`config.mk`:
```
export PLATFORM = sky130hd
export DESIGN_NAME = grc_mul
export DESIGN_NICKNAME = d
export VERILOG_FILES = /design/src/hdl/grc_pkg.sv /design/src/hdl/grc_mul.sv
export SDC_FILE = /design/constraint.sdc
export NUM_CORES = 2
export LEC_CHECK = 0
export BUFFER_PORTS_ARGS = -buffer_cell sky130_fd_sc_hd__buf_2
export CORE_MARGIN = 8
export CORE_UTILIZATION = 60
export DETAILED_ROUTE_END_ITERATION = 8
export GPL_TIMING_DRIVEN = 0
export PLACE_DENSITY = 0.78
export SYNTH_ARGS = -nofsm -noshare
export SYNTH_HDL_FRONTEND = slang
export SYNTH_SLANG_ARGS = --single-unit
```
`constraint.sdc`:
```
create_clock -name aclk -period 9.5 [get_ports aclk]
set_clock_uncertainty 0.1 [all_clocks]
set_input_delay 1.9 -clock aclk [delete_from_list [all_inputs] [get_ports aclk]]
set_output_delay 1.9 -clock aclk [all_outputs]
set_load 0.02 [all_outputs]
```
`src/hdl/grc_pkg.sv`:
```
`timescale 1ns / 1ps
// ----------------------------------------------------------------------------
// grc_pkg: shared types and constants of the column raycaster
// Holds the stream widths, register and function codes, and the fixed
// widths of the shared divider and multiplier.
// ----------------------------------------------------------------------------
package grc_pkg;

    // Shared divider: numerator and denominator widths.
    localparam int DIV_NW = 44;
    localparam int DIV_DW = 32;
    localparam int DIV_CW = $clog2(DIV_NW);

    // Shared multiplier: signed operand and product widths.
    localparam int MUL_AW = 25;
    localparam int MUL_BW = 33;
    localparam int MUL_PW = MUL_AW + MUL_BW;

    // Stream and configuration widths.
    localparam int IN_TDATA_W  = 144;
    localparam int OUT_TDATA_W = 136;
    localparam int CFG_IDX_W   = 2;
    localparam int CFG_DATA_W  = 13;

    localparam logic [CFG_IDX_W-1:0] REG_SCREEN_WIDTH  = 2'd0;
    localparam logic [CFG_IDX_W-1:0] REG_SCREEN_HEIGHT = 2'd1;

    localparam logic FUNC_MAP_WRITE = 1'b0;
    localparam logic FUNC_CAST      = 1'b1;

    localparam logic [1:0] FACE_NORTH = 2'd0;
    localparam logic [1:0] FACE_SOUTH = 2'd1;
    localparam logic [1:0] FACE_WEST  = 2'd2;
    localparam logic [1:0] FACE_EAST  = 2'd3;

    localparam logic [31:0] DELTA_MAX = 32'hFFFF_FFFF;
    localparam logic [23:0] DIST_MAX  = 24'hFF_FFFF;
    localparam logic [15:0] LH_MAX    = 16'hFFFF;
    localparam logic [22:0] Q23_MAX   = 23'h7F_FFFF;

    typedef struct packed {
        logic              start;
        logic [DIV_NW-1:0] num;
        logic [DIV_DW-1:0] den;
    } div_req_t;

    typedef struct packed {
        logic busy;
        logic done;
    } div_stat_t;

endpackage

```
`src/hdl/grc_mul.sv`:
```
`timescale 1ns / 1ps
// ----------------------------------------------------------------------------
// grc_mul: shared signed multiplier
// One signed product per cycle, registered at the output.
// ----------------------------------------------------------------------------
module grc_mul
    import grc_pkg::*;
(
    input  logic                     aclk,
    input  logic signed [MUL_AW-1:0] a_i,
    input  logic signed [MUL_BW-1:0] b_i,
    output logic signed [MUL_PW-1:0] p_o
);

    logic signed [MUL_PW-1:0] p_reg;

    always_ff @(posedge aclk) begin
        p_reg <= MUL_PW'(a_i) * MUL_PW'(b_i);
    end

    assign p_o = p_reg;

endmodule

```
Word level (Yosys, flattened, before mapping) --
Cells that the tools add are included.
Storage, ports and cells: flip-flop bits (word level) 58, bits of input ports 59, output and inout bits 58, word-level logic and storage cells 2
Cells by class: multiply operators 1
Operators by type and width (count):
- $mul 25x33->58 | 1

Logic depth before layout (Yosys ltp) --
word-level depth 1, gate-level depth with buffers 27, gate-level depth less buffers 25

Worst setup path before layout --
No wires, ideal clock.
path type input -> register, start point input port b_i[32], end point register p_reg[57] (netlist: p_o[57]), setup time 0.143 ns, arrival 8.152 ns, required time 9.257 ns, setup slack 1.105 ns, cell stages on the path 21, path buffers 2, cell sequence clkbuf_1 > nand2_1 > inv_1 > fa_1 > fa_1 > inv_1 > fa_1 > inv_1 > fa_1 > fa_1 > fa_1 > fa_1 > ha_1 > clkbuf_8 > a21o_1 > a21o_1 > a21o_1 > a21o_1 > and3_1 > a21oi_1 > o211ai_1
Between the ends: word-level cells in the longest chain between the ends 1
RTL lines:
- start: declaration | line grc_mul.sv:11 | input logic signed [MUL_BW-1:0] b_i,
- $mul 25x33->58 | line grc_mul.sv:18 | p_reg <= MUL_PW'(a_i) * MUL_PW'(b_i);
- end signal: assignment | line grc_mul.sv:18
- end: declaration | line grc_mul.sv:15 | logic signed [MUL_PW-1:0] p_reg;
No other way between the ends.

Final worst setup path --
start point input port a_i[15], end point register p_reg[57] (netlist: p_o[57])
Between the ends: word-level cells in the longest chain between the ends 1
RTL lines:
- start: declaration | line grc_mul.sv:10 | input logic signed [MUL_AW-1:0] a_i,
- $mul 25x33->58 | line grc_mul.sv:18
No other way between the ends.

==> summary.txt <==
Outcome
  • Status: complete, no violations

STA
  • Setup violations, final: 0
  • Post-route setup TNS: 0 ns
  • Tcrit/Tclk final: 99.2%
  • Min cycle time layout: 9.42 ns
  • Max-slew violations: 0
  • Slew headroom: 23.0%
  • Hold Violations, Final: 0
  • RSZ-0062 raised after global routing: true
  • FMAX: 0.106 GHz
  • Worst-Margin Slew: 1.15 ns

Logic synthesis
  • Post-Syn Instances: 3208
  • Largest family of logic cells by synthesized area: adder cells
  • Share of the synthesized area in the top cell type: 55.8%
  • Post-Synth Simple-Gate Area: 15.8%
  • Area contributors post-synth: fa_1 56%, inv_1 9.8%, and2_1 8.5%
  • Compound-Gate Fraction of Synth Area: 4.42%
  • Post-synth top cells: 842 x fa_1, 785 x inv_1, 416 x nand2_1
  • Synth Warn #: 0
  • Adder-cell area share of the yosys netlist: 62.3%
  • Cell area after synthesis: 30200 µm²
  • Flops & latches, synth: 58
  • Ys flop type: dfxtp_1
  • Net Count, Synth: 4266
  • Post-Synth XOR/XNOR Area: 1.71%
  • EDFF count, synth: 0
  • Synth cell types: 60
  • Mux cell area share after synthesis: 0%
  • Syn_area_per_cell: 9.42 µm²
  • Sequential area share after synthesis: 3.84%
  • Count leader, synth: fa_1
  • Area leader, netlist: fa_1
  • Post-synth ARST share: 0%

GRT
  • Pin count of the biggest net entering global routing: 14
  • Vias in the first global route: 25200
  • Initial antenna violation count: 6
  • First-pass GRT wire length: 147000 µm
  • Met1 usage: 39.3%
  • M2 GR Usage: 55.4%
  • Tot GR Track Use: 34.9%
  • Grt total ovfl: 0
  • GR Util met3: 9.68%
  • Most used routing layer: met2

Clock tree
  • # H-tree levels: 3
  • Max Root-Sink Buffers: 2
  • CTS tree: yes
  • Post-CTS Hold Buffers: 0
  • Total CTS buffers: 9
  • Clock-pin slew on the worst setup and hold paths: 0.06 ns
  • Post-CTS Setup Bufs: 0
  • Clk root buf: clkbuf_16
  • Sink Count: 58

Flow run
  • Max-capacitance violation count: 0

Finish
  • Util after Layout: 64.0%
  • Nets@finish: 4393
  • Layout cells sized above 1: 5.03%
  • Area Overhead vs Synth: 5.89%
  • Number of flip-flops under the largest register name: 58

Detailed routing
  • First-pass DRT Iterations: 5
  • DRC: 0
  • DRT iter0 DRCs: 1797
  • DRT Wirelength: 97000 µm
  • Final ANT Viol Nets: 0
  • WL per Instance: 24.2 µm
  • Routed vias/inst: 5.73
  • DR vias: 23000

Critical path
  • Critical Path Sink: p_o[57]$_DFF_P_
  • Crit path launch: a_i[15]
  • CP Launch Type: input pin
  • WP data required: 9.60 ns
  • Critical Path AT: 9.52 ns
  • Critical path type: input pin to flip-flop
  • Worst Path Max Fanout: 10
  • Element type at the critical path end: flip-flop

Placement
  • Gpl congestion: 1.09
  • PortBufs: 116
  • Post-DP HPWL: 81500 µm

Floorplan
  • Horiz. Die Dim: 240 µm
  • Die Y: 240 µm
  • Core area: 50000 µm²
  • Die area: 57800 µm²
  • # IOs: 117
  • Row cnt: 82
  • Starting Density: 60.4%

Hold path
  • Worst min path class: input pin to flip-flop
[kinds of logic after synthesis]
kind of cell,count (synthesis)
compound gates,194
xor+xnor,59
fa+ha+maj,999
buf+inv,944
flops,58
simple gates,954
[per-stage QoR]
step                std cells  setup slack, ns  hold slack [ns]  cell area (µm²)
floorplan                3208             1.10             1.93            30200
global placement         3996           -0.289             2.22            31600
detailed placement       3996           -0.255             2.22            31600
CTS                      4012           0.0797             1.89            32000
global route             4012          -0.0285             1.89            32000
finish                   4015           0.0793             1.91            32000
[repair_timing]
| item | 4_1_cts | 5_1_grt |
|---|---|---|
| setup endpoints to repair | 0 | 11 |
| endpoints found under the hold margin | 0 | 0 |
| gates resized for setup | 0 | 29 |
[worst max-delay path: stages]
cell and delay, ns:
buf_2 0.19, buf_1 0.80, and2_1 0.26, fa_1 0.41
inv_1 0.08, fa_1 0.41, inv_1 0.11, fa_1 0.45
fa_1 0.59, fa_1 0.44, fa_1 0.49, inv_1 0.05
fa_1 0.58, inv_1 0.07, ha_1 0.26, clkbuf_1 0.23
a21oi_1 0.35, o21bai_1 0.10, a21o_1 0.21, o21ai_0 0.28
nand4_1 0.13, o21ai_1 0.35, o221ai_1 0.33, a21oi_1 0.29
o211ai_1 0.13
[metal layers]
layer / share of wire, % / wire length, µm / vias to the layer above
li1: - / - / 9480
met1: 33 / 31800 / 11800
met2: 46 / 44900 / 1277
met3: 11 / 10200 / 470
met4: 10 / 10100 / 2
met5: 0.0093 / 9 / -
[layout by cell type, fill, tap and decap left out, drive strengths merged, types with 5 or more instances in the layout]
master and count:
fa 842, inv 785, nand2 416, and2 410
clkbuf 163, ha 157, buf 122, dfxtp 58
nor2 57, a21oi 51, xnor2 44, a21o 36
o21ai 32, nand3 16, nand4 15, xor2 15
o21bai 15, a31oi 12, nand2b 11, a211oi 9
o211ai 9, and3 8, nor3 6, o21a 6
nor2b 5
[how the worst min path moves through the flow]
stage | slack (ns) | cells past startpoint | from | end
6_report | 1.91 | 2 | b_i[0] | p_o[0]$_DFF_P_
4_1_cts | 1.89 | 2 | b_i[0] | p_o[0]$_DFF_P_
3_5_place_dp | 2.22 | 1 | p_o[55]$_DFF_P_ | p_o[55]
2_1_floorplan | 1.93 | 1 | b_i[0] | p_o[0]$_DFF_P_
5_1_grt | 1.89 | 2 | b_i[0] | p_o[0]$_DFF_P_
3_3_place_gp | 2.22 | 1 | p_o[6]$_DFF_P_ | p_o[6]
[layout make-up]
type,instances,area (µm²)
antenna,3,7.51
timing repair buffer,116,581
buffer,158,666
sequential,58,1160
multi-input combinational,2206,25400
clock inverter,5,103
clock buffer,11,233
inverter,786,2950
tap,672,841
fill,4317,18000
Power is left out: the tool's default activity adds up to more than one toggle a clock period on the data nets, which glitch-free logic cannot reach.
