$ cat config.mk
export PLATFORM = sky130hd
export DESIGN_NAME = grc_div
export DESIGN_NICKNAME = d
export VERILOG_FILES = /design/src/hdl/grc_pkg.sv /design/src/hdl/grc_div.sv
export SDC_FILE = /design/constraint.sdc
export NUM_CORES = 1
export LEC_CHECK = 0
export ABC_CLOCK_PERIOD_IN_PS = 5350
export BUFFER_PORTS_ARGS = -buffer_cell sky130_fd_sc_hd__buf_2
export CORE_ASPECT_RATIO = 1.1
export CORE_MARGIN = 4
export CORE_UTILIZATION = 58
export CTS_CLUSTER_DIAMETER = 120
export CTS_CLUSTER_SIZE = 14
export DETAILED_ROUTE_END_ITERATION = 10
export GPL_TIMING_DRIVEN = 0
export PLACE_DENSITY_LB_ADDON = 0.3
export SYNTH_ARGS = -nofsm -noshare
export SYNTH_HDL_FRONTEND = slang
export SYNTH_SLANG_ARGS = --single-unit
$ cat constraint.sdc
create_clock -name aclk -period 5.35 [get_ports aclk]
set_input_delay 1.07 -clock aclk [delete_from_list [all_inputs] [get_ports aclk]]
set_output_delay 1.07 -clock aclk [all_outputs]
set_load 0.02 [all_outputs]
$ cat src/hdl/grc_pkg.sv
`timescale 1ns / 1ps
// ----------------------------------------------------------------------------
// grc_pkg: shared types and constants of the column raycaster
// Holds the stream widths, register and function codes, and the fixed
// widths of the shared divider and multiplier.
// ----------------------------------------------------------------------------
package grc_pkg;

    // Shared divider: numerator and denominator widths.
    localparam int DIV_NW = 44;
    localparam int DIV_DW = 32;
    localparam int DIV_CW = $clog2(DIV_NW);

    // Shared multiplier: signed operand and product widths.
    localparam int MUL_AW = 25;
    localparam int MUL_BW = 33;
    localparam int MUL_PW = MUL_AW + MUL_BW;

    // Stream and configuration widths.
    localparam int IN_TDATA_W  = 144;
    localparam int OUT_TDATA_W = 136;
    localparam int CFG_IDX_W   = 2;
    localparam int CFG_DATA_W  = 13;

    localparam logic [CFG_IDX_W-1:0] REG_SCREEN_WIDTH  = 2'd0;
    localparam logic [CFG_IDX_W-1:0] REG_SCREEN_HEIGHT = 2'd1;

    localparam logic FUNC_MAP_WRITE = 1'b0;
    localparam logic FUNC_CAST      = 1'b1;

    localparam logic [1:0] FACE_NORTH = 2'd0;
    localparam logic [1:0] FACE_SOUTH = 2'd1;
    localparam logic [1:0] FACE_WEST  = 2'd2;
    localparam logic [1:0] FACE_EAST  = 2'd3;

    localparam logic [31:0] DELTA_MAX = 32'hFFFF_FFFF;
    localparam logic [23:0] DIST_MAX  = 24'hFF_FFFF;
    localparam logic [15:0] LH_MAX    = 16'hFFFF;
    localparam logic [22:0] Q23_MAX   = 23'h7F_FFFF;

    typedef struct packed {
        logic              start;
        logic [DIV_NW-1:0] num;
        logic [DIV_DW-1:0] den;
    } div_req_t;

    typedef struct packed {
        logic busy;
        logic done;
    } div_stat_t;

endpackage

$ cat src/hdl/grc_div.sv
`timescale 1ns / 1ps
// ----------------------------------------------------------------------------
// grc_div: shared restoring divider
// Produces one quotient bit per cycle. A zero divisor gives an all-ones
// quotient, which the caller's saturation turns into the wanted limit.
// ----------------------------------------------------------------------------
module grc_div
    import grc_pkg::*;
(
    input  logic              aclk,
    input  logic              aresetn,
    input  div_req_t          req_i,
    output div_stat_t         stat_o,
    output logic [DIV_NW-1:0] quo_o
);

    logic              busy_reg;
    logic              done_reg;
    logic [DIV_CW-1:0] cnt_reg;
    logic [DIV_NW-1:0] num_reg;
    logic [DIV_DW-1:0] rem_reg;
    logic [DIV_DW-1:0] den_reg;

    logic [DIV_DW:0]   rem_shift;
    logic              ge;
    logic [DIV_DW:0]   rem_diff;

    always_comb begin
        rem_shift = {rem_reg, num_reg[DIV_NW-1]};
        ge        = rem_shift >= {1'b0, den_reg};
        rem_diff  = rem_shift - {1'b0, den_reg};
    end

    always_ff @(posedge aclk) begin
        if (!aresetn) begin
            busy_reg <= 1'b0;
            done_reg <= 1'b0;
            cnt_reg  <= '0;
        end else begin
            done_reg <= 1'b0;
            if (req_i.start) begin
                busy_reg <= 1'b1;
                cnt_reg  <= DIV_CW'(DIV_NW - 1);
            end else if (busy_reg) begin
                if (cnt_reg == '0) begin
                    busy_reg <= 1'b0;
                    done_reg <= 1'b1;
                end else begin
                    cnt_reg <= cnt_reg - 1'b1;
                end
            end
        end
    end

    always_ff @(posedge aclk) begin
        if (req_i.start) begin
            num_reg <= req_i.num;
            den_reg <= req_i.den;
            rem_reg <= '0;
        end else if (busy_reg) begin
            num_reg <= {num_reg[DIV_NW-2:0], ge};
            rem_reg <= ge ? rem_diff[DIV_DW-1:0] : rem_shift[DIV_DW-1:0];
        end
    end

    assign stat_o.busy = busy_reg;
    assign stat_o.done = done_reg;
    assign quo_o       = num_reg;

endmodule

=== Yosys cells after proc, flatten, opt, wreduce, memory -nomap -nowiden ===
Index checks and enable logic that the tools add are counted.

* Div/mod/pow operators: 0
* Reductions and logical operators: 6
* Order comparisons: 1
* Equality and inequality tests: 1
* Mux-type cells: 10
* Multipliers: 0
* Shift-type cells: 0
* Bitwise gates (word level): 3
* Add/subtract/negate cells: 2

{| class="wikitable"
|+ Operators by type and width
! operator !! number
|-
| $mux W44 || 2
|-
| $ge A33 B32 Y1 || 1
|-
| $mux W32 || 1
|-
| $sub A32 B32 Y32 || 1
|-
| $mux W6 || 3
|-
| $logic_not A6 Y1 || 1
|-
| $sub A6 B1 Y6 const B || 1
|-
| $mux W1 || 4
|-
| $reduce_and A2 Y1 || 2
|-
| $not A1 Y1 || 3
|-
| $reduce_or A3 Y1 || 1
|-
| $ne A2 B2 Y1 const B || 1
|-
| $reduce_bool A2 Y1 || 1
|-
| $reduce_or A2 Y1 || 1
|}

* Register bits after elaboration: 116
* Bits in latches: 0
* Memories kept: 0
* RAM bits: 0
* Input port bits: 79
* ROM bits: 0

=== Logic depth before layout (Yosys ltp) ===
Gate-level depths: netlist of the first run.

* Depth after elaboration: 4
* Mapped depth: 14
* Depth with buffers taken out: 12

=== Worst setup path after synthesis of the first run ===
Ideal clock, no wire load.

* Kind: reg-to-reg
* Start point: register num_reg[43] (netlist: quo_o[43])
* End point: register num_reg[0] (netlist: quo_o[0]) (data pin)
* Slack: 2.409 ns
* Required time: 5.090 ns
* Stages on the path, launching flop included: 12
* Buffers on the path: 1
* Arrival: 2.681 ns
* Period minus slack after synthesis: 2.941 ns
* Cells stage by stage: edfxtp_1 > inv_1 > ha_1 > nand2b_1 > a21oi_1 > o41a_1 > a221o_1 > a21oi_2 > o221a_2 > o211ai_1 > buf_2 > mux2_2

* Cells in the longest elaborated chain, start to end: 3

{| class="wikitable"
|+ RTL lines
! what !! RTL line !! RTL
|-
| start: declaration || grc_div.sv:20 || <nowiki>logic [DIV_NW-1:0] num_reg;</nowiki>
|-
| start signal: assignment || grc_div.sv:57 || <nowiki>num_reg <= req_i.num;</nowiki>
|-
| start signal: assignment || grc_div.sv:61 || <nowiki>num_reg <= {num_reg[DIV_NW-2:0], ge};</nowiki>
|-
| $ge A33 B32 Y1 || grc_div.sv:30 || <nowiki>ge = rem_shift >= {1'b0, den_reg};</nowiki>
|-
| $mux W44 || grc_div.sv:60 || <nowiki>end else if (busy_reg) begin</nowiki>
|-
| $mux W44 || grc_div.sv:56 || <nowiki>if (req_i.start) begin</nowiki>
|}

Every way passes these cells. The select of a mux whose other input is x is not followed.
A chain may end at the register's enable or synchronous reset.

=== Final worst setup path of the first run ===
* Start point: register den_reg[2]
* End point: register rem_reg[9]

* Cells in the longest elaborated chain, start to end: 2
* Elaborated cells on any way between the ends: 3

{| class="wikitable"
|+ RTL lines
! what !! RTL line !! RTL
|-
| start: declaration || grc_div.sv:22 || <nowiki>logic [DIV_DW-1:0] den_reg;</nowiki>
|-
| start signal: assignment || grc_div.sv:58 || <nowiki>den_reg <= req_i.den;</nowiki>
|-
| $sub A32 B32 Y32 or $ge A33 B32 Y1 (tied branches) || grc_div.sv:31, grc_div.sv:30 ||
|-
| $mux W32 * || grc_div.sv:62 || <nowiki>rem_reg <= ge ? rem_diff[DIV_DW-1:0] : rem_shift[DIV_DW-1:0];</nowiki>
|-
| end signal: assignment || grc_div.sv:62 ||
|-
| end: declaration || grc_div.sv:21 || <nowiki>logic [DIV_DW-1:0] rem_reg;</nowiki>
|}

Mark *: on every way between the ends. The rest lies on a longest branch, timed or not.

==> results of run 1 <==
==> metrics by stage <==
| step | hold WS, ns | instance area, um2 | worst slack (ns) |
|---|---|---|---|
| after floorplan | 0.464 | 6340 | 2.41 |
| after global placement | 0.484 | 7140 | 1.27 |
| after detailed placement | 0.499 | 7160 | 1.94 |
| after CTS | 0.506 | 7700 | 2.02 |
| after global routing | 0.525 | 7700 | 1.82 |
| final | 0.500 | 7700 | 2.01 |
==> power groups by stage <==
stage	Combinational (mW)	Sequential (mW)	Clock, mW
floorplan	0.438	1.16	0
global placement	0.634	1.12	0
detailed placement	0.655	1.12	0
CTS	0.662	1.11	1.05
global route	0.730	1.12	1.09
finish	0.664	1.11	1.03
==> worst max-delay path, delay by kind of cell (launching register included) <==
| family | cells | cell delay [ns] |
|---|---|---|
| compound gates | 8 | 2.05 |
| buf+inv | 3 | 0.38 |
| fa+ha+maj | 1 | 0.35 |
| flops | 1 | 0.32 |
| mux | 1 | 0.12 |
==> final timing paths <==
kind / slack, ns / start / end
setup / recovery: 2.01 / den_reg[2] / rem_reg[9]
hold / removal: 0.50 / rem_reg[10] / rem_reg[10]
setup reg to reg: 2.01 / den_reg[2] / rem_reg[9]
hold reg to reg: 0.50 / rem_reg[10] / rem_reg[10]
==> routing by layer <==
layer	track usage, %	up-vias
met1	29.9	2353
li1	-	2406
met2	39.1	173
met4	8.13	0
met3	9.93	25
met5	0	-
==> synth_stat cells (16+ instances only) <==
cell type / count
ha_1: 34
edfxtp_1: 76
xnor2_1: 24
nand2_1: 22
dfxtp_1: 40
mux2i_1: 27
clkbuf_1: 16
mux2_2: 44
a21oi_1: 27
nor2_1: 46
inv_1: 43
a211oi_1: 30
==> logic make-up after synthesis <==
group | Yosys count
buf+inv | 72
flops | 116
mux | 71
simple gates | 120
fa+ha+maj | 35
compound gates | 125
xor+xnor | 32
==> area by class of cell <==
cell class,count,area share (%)
flip-flops and latches,116,40.0
multi-input cells,383,38.3
repair buffers,125,8.32
clock buffers,17,5.52
well taps,143,2.32
inverters,43,2.10
plain buffers,29,1.85
clock inverters,15,1.51
==> cells in the final DEF (no fill, tap or decap), types with 4 or more instances in the layout <==
master	n
o21a_1	4
a21o_1	12
nand3_1	5
xnor2_1	24
nand4_1	8
nor2_1	46
clkbuf_1	16
o21ai_0	10
o21bai_1	6
clkinv_1	4
and3_1	5
buf_1	5
ha_1	34
o31ai_1	4
clkinvlp_4	4
dfxtp_1	40
a21oi_1	27
nor3_1	13
mux2_2	44
a21boi_0	5
edfxtp_1	76
xor2_1	8
nand2b_1	7
clkbuf_16	17
nand2_1	21
inv_1	43
mux2i_1	27
buf_2	127
a211oi_1	30
==> run summary, run 1 <==
fin crit share = 62.4%
Initial Util = 60.1%
NetSw = 0.835 mW
routed wl met2 = 7.14 mm
mux cell area share after synthesis = 12.1%
Sum Neg Setup Slack = 0 ns
Max Cap Violations = 0
layout cells sized above 1 = 29.1%
initial antenna violation count = 0
syn avg cell area = 11.1 um2
dominant cell type by area after synthesis = edfxtp_1
Seq cells post-synth = 116
post-CTS sizing = 0
GPL Wtd Cong = 0.907
dpl hpwl = 10.8 mm
type of the most critical hold path = register to register
Met3 Routed Length = 1.26 mm
port bufs = 124
Yosys top cell area share = 36.0%
Unique masters post-synth = 55
syn nets = 685
fill count = 780
CTS clk-pin slew, worst paths = 0.05 ns
Data arrival, critical path = 3.66 ns
Die H = 118 um
ANT nets after route = 0
post-synthesis compound-gate area fraction = 14.0%
EDFF count, synth = 76
register area share after synthesis = 48.7%
LEAKAGE = 3.31 nW
Rows = 39
Max Buffers Root-to-Sink = 2
TritonRoute pass-1 iters = 5
Routed WL = 15.0 mm
worst-case reg-to-reg path depth = 13
Area Overhead vs Synth = 21.5%
Final Critical Period = 3.34 ns
sequential share of power = 39.5%
total grt overflow = 0
core region area = 10,500 um2
slowest cell on the critical path = o41a_1
Crit. End Element = register
full die area = 12,700 um2
Iteration-0 DRC Markers = 295
slowest cell delay on critical path = 0.49 ns
CTS Buf Count = 17
type of origin of the critical path = register
final hold violations = 0
CTS Root Buffer Type = clkbuf_16
Final Util = 73.1%
Antenna Cells = 0
global-route wire length before repair = 24.5 mm
Hold Crit Depth = 2
final setup skew = 0.00697 ns
main combinational cell family by area after synthesis = compound AO/OA/AOI/OAI gates
worst endpoint required time = 5.67 ns
XOR/XNOR share of the synthesized area = 4.42%
setup violators final = 0
area of the multi-input gates = 2950 um2
vias in the first global route = 5,117
routed len/inst = 17.2 um
storage element area = 3080 um2
routed vias = 4,957
Nets = 829
post-synthesis cell count = 571
Slew @ Worst Pin = 0.953 ns
CP Max Fanout = 10
RSZ-0062 raised after global routing = false
clk sinks = 116
M1 wire length = 6.31 mm
Post-Syn Area = 6340 um2
DRC violations left = 0
final max-slew violation count = 0
max reg flops = 44
slew margin rel. = 35.6%
worst skew pair latency = 0.42 ns
Cell Count, Final, Fillers Out = 871
H-tree Lvls = 4
via-per-instance ratio = 5.69
warnings from Yosys = 0
top cells by area, synth = edfxtp_1, dfxtp_1, mux2_2, ha_1, mux2i_1
# hold bufs at CTS = 0
number of cells after detailed placement = 839
status = completed
cells along the critical path = inv_1, ha_1, o211ai_2, a21oi_1, o41a_1, a221o_1, a21oi_2, o221a_2, o211ai_1, buf_6, buf_6, mux2i_1, a211oi_1
total power = 2.80 mW
clock group share of total power = 36.8%
TritonCTS clock tree = done
largest vdd supply drop = 0.279 mV
Logic pwr share = 23.7%
Pwr per Cell Area = 364 nW/um2
Die W = 108 um
Net Sw Frac = 29.8%
# IOs = 125
cell mode on critical path = buf_6
internal power = 1.97 mW
maximum clock frequency = 299 MHz
postcts setup bufs = 0
all-layer global routing usage = 24.4%
WS Path Type = register to register
asr flop ratio synth = 0%
simple-gate portion of the synthesized area = 9.02%
Primary FF master, synth = edfxtp_1
largest net degree at the start of global routing = 34
Adder-Cell Fraction of Synth Area = 7.03%
Top Metal Used = met4
(Power assumes the default switching activity.)
==> run 2: changes to the inputs <==
--- a/config.mk
+++ b/config.mk
@@ -5,11 +5,11 @@
 export SDC_FILE = /design/constraint.sdc
 export NUM_CORES = 1
 export LEC_CHECK = 0
-export ABC_CLOCK_PERIOD_IN_PS = 5350
+export ABC_CLOCK_PERIOD_IN_PS = 3450
 export BUFFER_PORTS_ARGS = -buffer_cell sky130_fd_sc_hd__buf_2
 export CORE_ASPECT_RATIO = 1.1
 export CORE_MARGIN = 4
-export CORE_UTILIZATION = 58
+export CORE_UTILIZATION = 56
 export CTS_CLUSTER_DIAMETER = 120
 export CTS_CLUSTER_SIZE = 14
 export DETAILED_ROUTE_END_ITERATION = 10
==> constraint.sdc (replaced) <==
create_clock -name aclk -period 3.45 [get_ports aclk]
set_input_delay 0.69 -clock aclk [delete_from_list [all_inputs] [get_ports aclk]]
set_output_delay 0.69 -clock aclk [all_outputs]
set_load 0.02 [all_outputs]
==> run 2 against run 1 <==
Against the previous run:
- first-iteration DRC count fell by 15%
- register-to-register slack got worse by 1.8 ns
- cell area rose by 2.0%
- clock skew rose by 0.0047 ns
- critical path depth fell by 1
- largest power group is now the clock network
==> run summary, run 2 (synthesized netlist as in run 1, its figures left out) <==
Nets = 831
status = completed
full die area = 13,100 um2
postcts setup bufs = 0
WS Path Type = register to register
type of the most critical hold path = input port to register
CTS Buf Count = 17
worst skew pair latency = 0.42 ns
RR Startpoint = den_reg[4]
commonest cells after routing, fill and taps aside = buf_2, edfxtp_1, nor2_1
TritonRoute pass-1 iters = 4
Routed WL = 14.9 mm
hold_sp = req_i[7]
largest vdd supply drop = 0.373 mV
RSZ-0062 raised after global routing = false
layout cells sized above 1 = 29.5%
Crit. End Element = register
Die W = 109 um
slew margin rel. = 35.5%
clock group share of total power = 41.9%
maximum clock frequency = 307 MHz
global-route wire length before repair = 24.9 mm
Sum Neg Setup Slack = 0 ns
H-tree Lvls = 4
fin crit share = 94.4%
# IOs = 125
via-per-instance ratio = 5.62
max reg flops = 44
CTS clk-pin slew, worst paths = 0.06 ns
core region area = 11,000 um2
final max-slew violation count = 0
final hold violations = 0
Max Buffers Root-to-Sink = 2
Pwr per Cell Area = 603 nW/um2
routed vias = 4,930
Rows = 40
sequential share of power = 36.3%
DRC violations left = 0
Initial Util = 57.5%
CTS Root Buffer Type = clkbuf_16
post-CTS sizing = 0
Iteration-0 DRC Markers = 250
Setup WS post-layout = 0.192 ns
routed len/inst = 17.0 um
GPL Wtd Cong = 0.927
final setup skew = 0.0117 ns
Logic pwr share = 21.8%
setup violators final = 0
initial antenna violation count = 0
largest net degree at the start of global routing = 34
total grt overflow = 0
pre-CTS setup slack = 0.147 ns
type of origin of the critical path = register
crit path launch = den_reg[4]
TritonCTS clock tree = done
all-layer global routing usage = 24.3%
worst endpoint required time = 3.76 ns
port bufs = 124
Net Sw Frac = 26.9%
commonest non-fill, non-tap cell in the layout = buf_2
internal power = 3.46 mW
Area Overhead vs Synth = 23.9%
dpl hpwl = 10.9 mm
NetSw = 1.28 mW
CP Max Fanout = 10
clk sinks = 116
Slew @ Worst Pin = 0.955 ns
Data arrival, critical path = 3.57 ns
vias in the first global route = 5,187
# hold bufs at CTS = 0
Die H = 120 um
LEAKAGE = 3.38 nW
ANT nets after route = 0
Final Critical Period = 3.26 ns
Max Cap Violations = 0
Antenna Cells = 0
R2R Setup Slk = 0.19 ns
[run 2: cell count changes in the layout (fill, tap and decap cells not counted), sizes merged]
cell / previous run / this run
clkinv: 9 / 1
clkbuf: 33 / 40
bufinv: 1 / 5
buf: 138 / 140
clkinvlp: 4 / 2
inv: 44 / 43
[run 2: worst paths after layout]
check                end  cells past startpoint
min reg2reg  rem_reg[31]                      2
min           den_reg[7]                      1
max          rem_reg[25]                     12
max reg2reg  rem_reg[25]                     12
[run 2: routing by layer]
layer  track usage, %  part of all wire (%)  up-vias
met5                0                     0        -
met4             8.11                   1.4        0
met3             9.14                   8.2       21
met2             39.4                    48      176
met1             29.6                    42     2329
li1                 -                     -     2404
[run 2: layout make-up]
cell class	instances	area (um2)
buffer	29	143
clock buffer	24	503
tap	147	184
clock inverter	8	170
timing repair buffer	127	656
fill	800	3160
multi-input combinational	383	2950
inverter	43	161
sequential	116	3080
[run 2: power groups by stage]
stage / Sequential, mW / Clock (mW) / Combinational, mW
2_1_floorplan: 1.80 / 0 / 0.679
3_3_place_gp: 1.74 / 0 / 0.987
3_5_place_dp: 1.74 / 0 / 1.02
4_1_cts: 1.72 / 2.01 / 1.03
5_1_grt: 1.73 / 2.09 / 1.14
6_report: 1.72 / 1.98 / 1.03
[run 2: per-stage QoR]
stage | total power [mW] | hold slack [ns] | utilization (%) | std cells | instance area, um2
after floorplan | 2.48 | 0.464 | - | 571 | 6340
after global placement | 2.72 | 0.487 | 64.9 | 842 | 7140
after detailed placement | 2.76 | 0.488 | 65.1 | 843 | 7160
after CTS | 4.75 | 0.434 | 71.2 | 875 | 7840
after global routing | 4.96 | 0.425 | 71.3 | 877 | 7850
final | 4.74 | 0.446 | 71.3 | 877 | 7850
[run 2: worst max-delay path, cell delays in order (launching register included)]
cell and delay (ns):
edfxtp_1 0.36, inv_1 0.07, ha_1 0.27, a21o_1 0.22, o41a_1 0.45, a221o_1 0.43
a21oi_2 0.22, o221a_2 0.26, o211ai_1 0.13, buf_6 0.19, buf_6 0.16, mux2i_1 0.15
a211oi_1 0.26
